[config.mk]
export PLATFORM = sky130hd
export DESIGN_NAME = tmhc_ctrl
export DESIGN_NICKNAME = d
export VERILOG_FILES = /design/src/design/tmhc_pkg.sv /design/src/design/tmhc_ctrl.sv
export SDC_FILE = /design/constraint.sdc
export NUM_CORES = 1
export LEC_CHECK = 0
export ABC_AREA = 1
export BUFFER_PORTS_ARGS = -buffer_cell sky130_fd_sc_hd__buf_2
export CORE_AREA = 5 5 42 44
export DETAILED_ROUTE_END_ITERATION = 12
export DIE_AREA = 0 0 47 49
export PLACE_DENSITY = 0.4
export SLEW_MARGIN = 5
export SYNTH_ARGS = -nofsm -noshare
export SYNTH_HDL_FRONTEND = slang
export SYNTH_SLANG_ARGS = --single-unit
[constraint.sdc]
create_clock -name clk -period 2.42 [get_ports clk]
set_input_delay 0.363 -clock clk [delete_from_list [all_inputs] [get_ports clk]]
set_output_delay 0.363 -clock clk [all_outputs]
set_load 0.01 [all_outputs]
[src/design/tmhc_pkg.sv]
// Shared types, codes and constants for the traffic matrix histogram counter.
package tmhc_pkg;

  localparam int NODES_DEF       = 64;
  localparam int COUNT_WIDTH_DEF = 32;
  localparam int BYTES_WIDTH_DEF = 48;

  localparam int NUM_COLL = 13;
  localparam int NUM_BINS = 14;

  localparam logic [1:0] ACT_RECORD    = 2'd0;
  localparam logic [1:0] ACT_READ_PAIR = 2'd1;
  localparam logic [1:0] ACT_READ_COLL = 2'd2;
  localparam logic [1:0] ACT_READ_BIN  = 2'd3;

  typedef struct packed {
    logic sweep;    // write zero at the sweep address, advance it
    logic capture;  // latch the input beat, read the pair stores
    logic commit;   // write back, update counters, load output register
  } cmd_t;

  typedef struct packed {
    logic sweep_last;
  } status_t;

endpackage

[src/design/tmhc_ctrl.sv]
// Controller state machine: reset sweep, capture, commit and output valid.
module tmhc_ctrl (
  input  logic              clk,
  input  logic              rst_n,
  input  logic              in_valid,
  output logic              in_ready,
  output logic              out_valid,
  input  logic              out_ready,
  output tmhc_pkg::cmd_t    cmd,
  input  tmhc_pkg::status_t status
);
  import tmhc_pkg::*;

  typedef enum logic [1:0] {ST_SWEEP, ST_IDLE, ST_CALC} state_t;

  state_t state_r, state_nxt;
  logic   out_valid_r, out_valid_nxt;
  logic   commit;

  // commit only when the output register is free or being drained
  assign commit = (state_r == ST_CALC) && (!out_valid_r || out_ready);

  always_comb begin
    state_nxt = state_r;
    case (state_r)
      ST_SWEEP: if (status.sweep_last) state_nxt = ST_IDLE;
      ST_IDLE:  if (in_valid) state_nxt = ST_CALC;
      ST_CALC:  if (commit) state_nxt = ST_IDLE;
      default:  state_nxt = ST_SWEEP;
    endcase
  end

  always_comb begin
    if (commit) begin
      out_valid_nxt = 1'b1;
    end else if (out_ready) begin
      out_valid_nxt = 1'b0;
    end else begin
      out_valid_nxt = out_valid_r;
    end
  end

  always_ff @(posedge clk) begin
    if (!rst_n) begin
      state_r     <= ST_SWEEP;
      out_valid_r <= 1'b0;
    end else begin
      state_r     <= state_nxt;
      out_valid_r <= out_valid_nxt;
    end
  end

  assign in_ready    = (state_r == ST_IDLE);
  assign out_valid   = out_valid_r;
  assign cmd.sweep   = (state_r == ST_SWEEP);
  assign cmd.capture = (state_r == ST_IDLE) && in_valid;
  assign cmd.commit  = commit;

endmodule

==> summary.md <==
| Metric | Value |
|---|---|
| Seq/Total Area, Yosys | 35.3% |
| WL/cell | 7.98 um |
| Hold crit path type | in2reg |
| Total number of vias | 171 |
| Max frequency | 0.738 GHz |
| Routed WL | 415 um |
| Site Rows | 14 |
| Initial DRC Count | 4 |
| Compound-Gate Fraction of Synth Area | 12.5% |
| Mux contribution to synthesized area | 0% |
| Distinct cells, synth | 14 |
| Sink Count | 3 |
| Synthesis Warnings | 0 |
| Worst setup margin | 1.07 ns |
| Setup Crit Path Kind | reg2out |
| Number of CTS-inserted buffers | 3 |
| Longest Clk Path Bufs | 2 |
| VDD IR max | 0.143 mV |
| Register bit total from synthesis | 3 |
| Mapped Area | 170 um^2 |
| Final hold vios | 0 |
| Cell Pwr Density | 654 nW/um^2 |
| Period utilization | 56.0% |
| Leakage | 0.138 nW |
| CTS resizes | 0 |
| Dpl ws | 1.27 ns |
| TritonCTS clock tree | built |
| Post-Synth Simple-Gate Area | 34.6% |
| Startpoint Class | register |
| Final instance area | 254 um^2 |
| # port buffers | 9 |
| RSZ-0062 raised after global routing | false |
| WP data arrival | 0.99 ns |
| Final Skew | 0.000536 ns |
| DIE HEIGHT | 49 um |
| Final Critical Period | 1.35 ns |
| Final TNS setup | 0 ns |
| Core Footprint | 1400 um^2 |
| Placed Area | 228 um^2 |
| Synthesis-to-layout area growth | 49.3% |
| Slew @ Worst Pin | 0.213 ns |
| GRT Resource Usage Total | 5.06% |
| Share of cells above drive strength 1 | 50.0% |
| Hold slack final | 0.388 ns |
| Final setup vio count | 0 |
| Final net count | 42 |
| CP required | 2.06 ns |
| Post-Synth Adder-Cell Area | 0% |
| Postcts setup bufs | 0 |
| I/O pin total | 10 |
| GR Overflow Total | 0 |
| Largest family of logic cells by synthesized area | simple AND/OR/NAND/NOR gates |
| Syn Area/Cell | 7.09 um^2 |
| Clock-pin slew of the registers on the worst-case setup and hold paths | 0.03 ns |
| Worst Path Max Fanout | 6 |
| Pin count of the biggest net entering global routing | 7 |
| Initial Utilization | 12.1% |
| Vias in the first global route | 164 |
| Clock tree root buffer cell | clkbuf_4 |
| Max-slew violation count | 0 |
| Dpl hpwl | 347 um |
| Clk_lat worst skew | 0.23 ns |
| DIE AREA | 2300 um^2 |
| GPL Wtd Cong | 0.632 |
| DRT Pass-1 Iters | 4 |
| Clock H-tree levels | 1 |
| Max-cap viol count | 0 |
| Post-DRT Antenna Nets | 0 |
| Net Count, Synth | 29 |
| ANT cells | 0 |
| Crit path capture type | output pin |
| Synth Instances | 24 |
| XOR/XNOR share of the synthesized area | 0% |
| Status | completed |
| Worst slew margin | 85.8% |
| Die Width | 47 um |
| Vias per inst | 3.29 |
| CTS Hold Buffers Added | 0 |
| Antenna violations before repair | 0 |
| First-pass GRT wire length | 710 um |
| DR DRC count | 0 |
==> power by group <==
group / switching [W] / total [W] / internal (W)
clock: 0.0000245 / 0.0000862 / 0.0000617
sequential: 0.00000322 / 0.0000556 / 0.0000524
combinational: 0.0000136 / 0.0000242 / 0.0000106
total: 0.0000413 / 0.000166 / 0.000125
==> synthesized netlist by cell type <==
library cell	instances	area (um^2)
o21ai_0	1	5.00
inv_2	1	3.75
inv_1	5	18.8
nor2_2	2	12.5
nor3_1	1	5.00
nand2_2	1	6.26
nand2_1	4	15.0
buf_4	1	7.51
dfxtp_1	3	60.1
o21a_1	1	7.51
a21oi_2	1	8.76
nor2_1	1	3.75
nor2_4	1	11.3
nand3_1	1	5.00
==> path summary, 6_finish.rpt <==
kind | startpoint | end | slack [ns] | depth (start not counted)
max | state_r[0]$_SDFFE_PN0P_ | cmd[1] | 1.07 | 3
max reg2reg | state_r[1]$_SDFFE_PN0P_ | state_r[0]$_SDFFE_PN0P_ | 1.61 | 5
min | rst_n | out_valid$_SDFFE_PN0P_ | 0.39 | 2
min reg2reg | out_valid$_SDFFE_PN0P_ | state_r[1]$_SDFFE_PN0P_ | 0.59 | 4
==> area by class of cell <==
class	count	area (um^2)
Sequential cell	3	60.1
Timing Repair Buffer	9	45.0
Tap cell	16	20.0
Multi-Input combinational cell	14	80.1
Fill cell	177	1150
Inverter	6	22.5
Clock buffer	4	26.3
==> metal layers <==
layer  global-route usage (%)  vias to the layer above  wire (um)
met1                     5.47                       65        186
met4                     6.91                        0          0
met2                     4.98                       10        167
met3                     3.69                        0         61
li1                         -                       96          -
met5                        0                        -          0
==> cell usage in the layout, fill, tap and decap left out, types with 2 or more instances in the layout <==
cell and instances:
buf_2 9, clkbuf_4 3, dfxtp_1 3, inv_1 5, nand2_1 4, nor2_2 2
==> registers in the layout, summed over array words and instances (netlist names) <==
name and count:
state_r 2, out_valid 1
==> worst max-delay path, stage by stage, from the launching register on <==
cell	delay, ns
dfxtp_1	0.42
nand3_1	0.15
inv_1	0.07
buf_2	0.12
==> through the flow <==
step,cells,utilization [%],total power (W)
after floorplan,24,-,0.0000703
after global placement,48,16.3,0.0000808
after detailed placement,48,16.3,0.0000811
after CTS,52,18.1,0.000172
after global routing,52,18.1,0.000181
final,52,18.1,0.000166
==> logic make-up after synthesis <==
group                  Yosys count
buffers and inverters            7
AOI/OAI and AO/OA                3
DFF                              3
and+or+nand+nor                 11
Note: power is estimated with default switching activity, not from simulation.
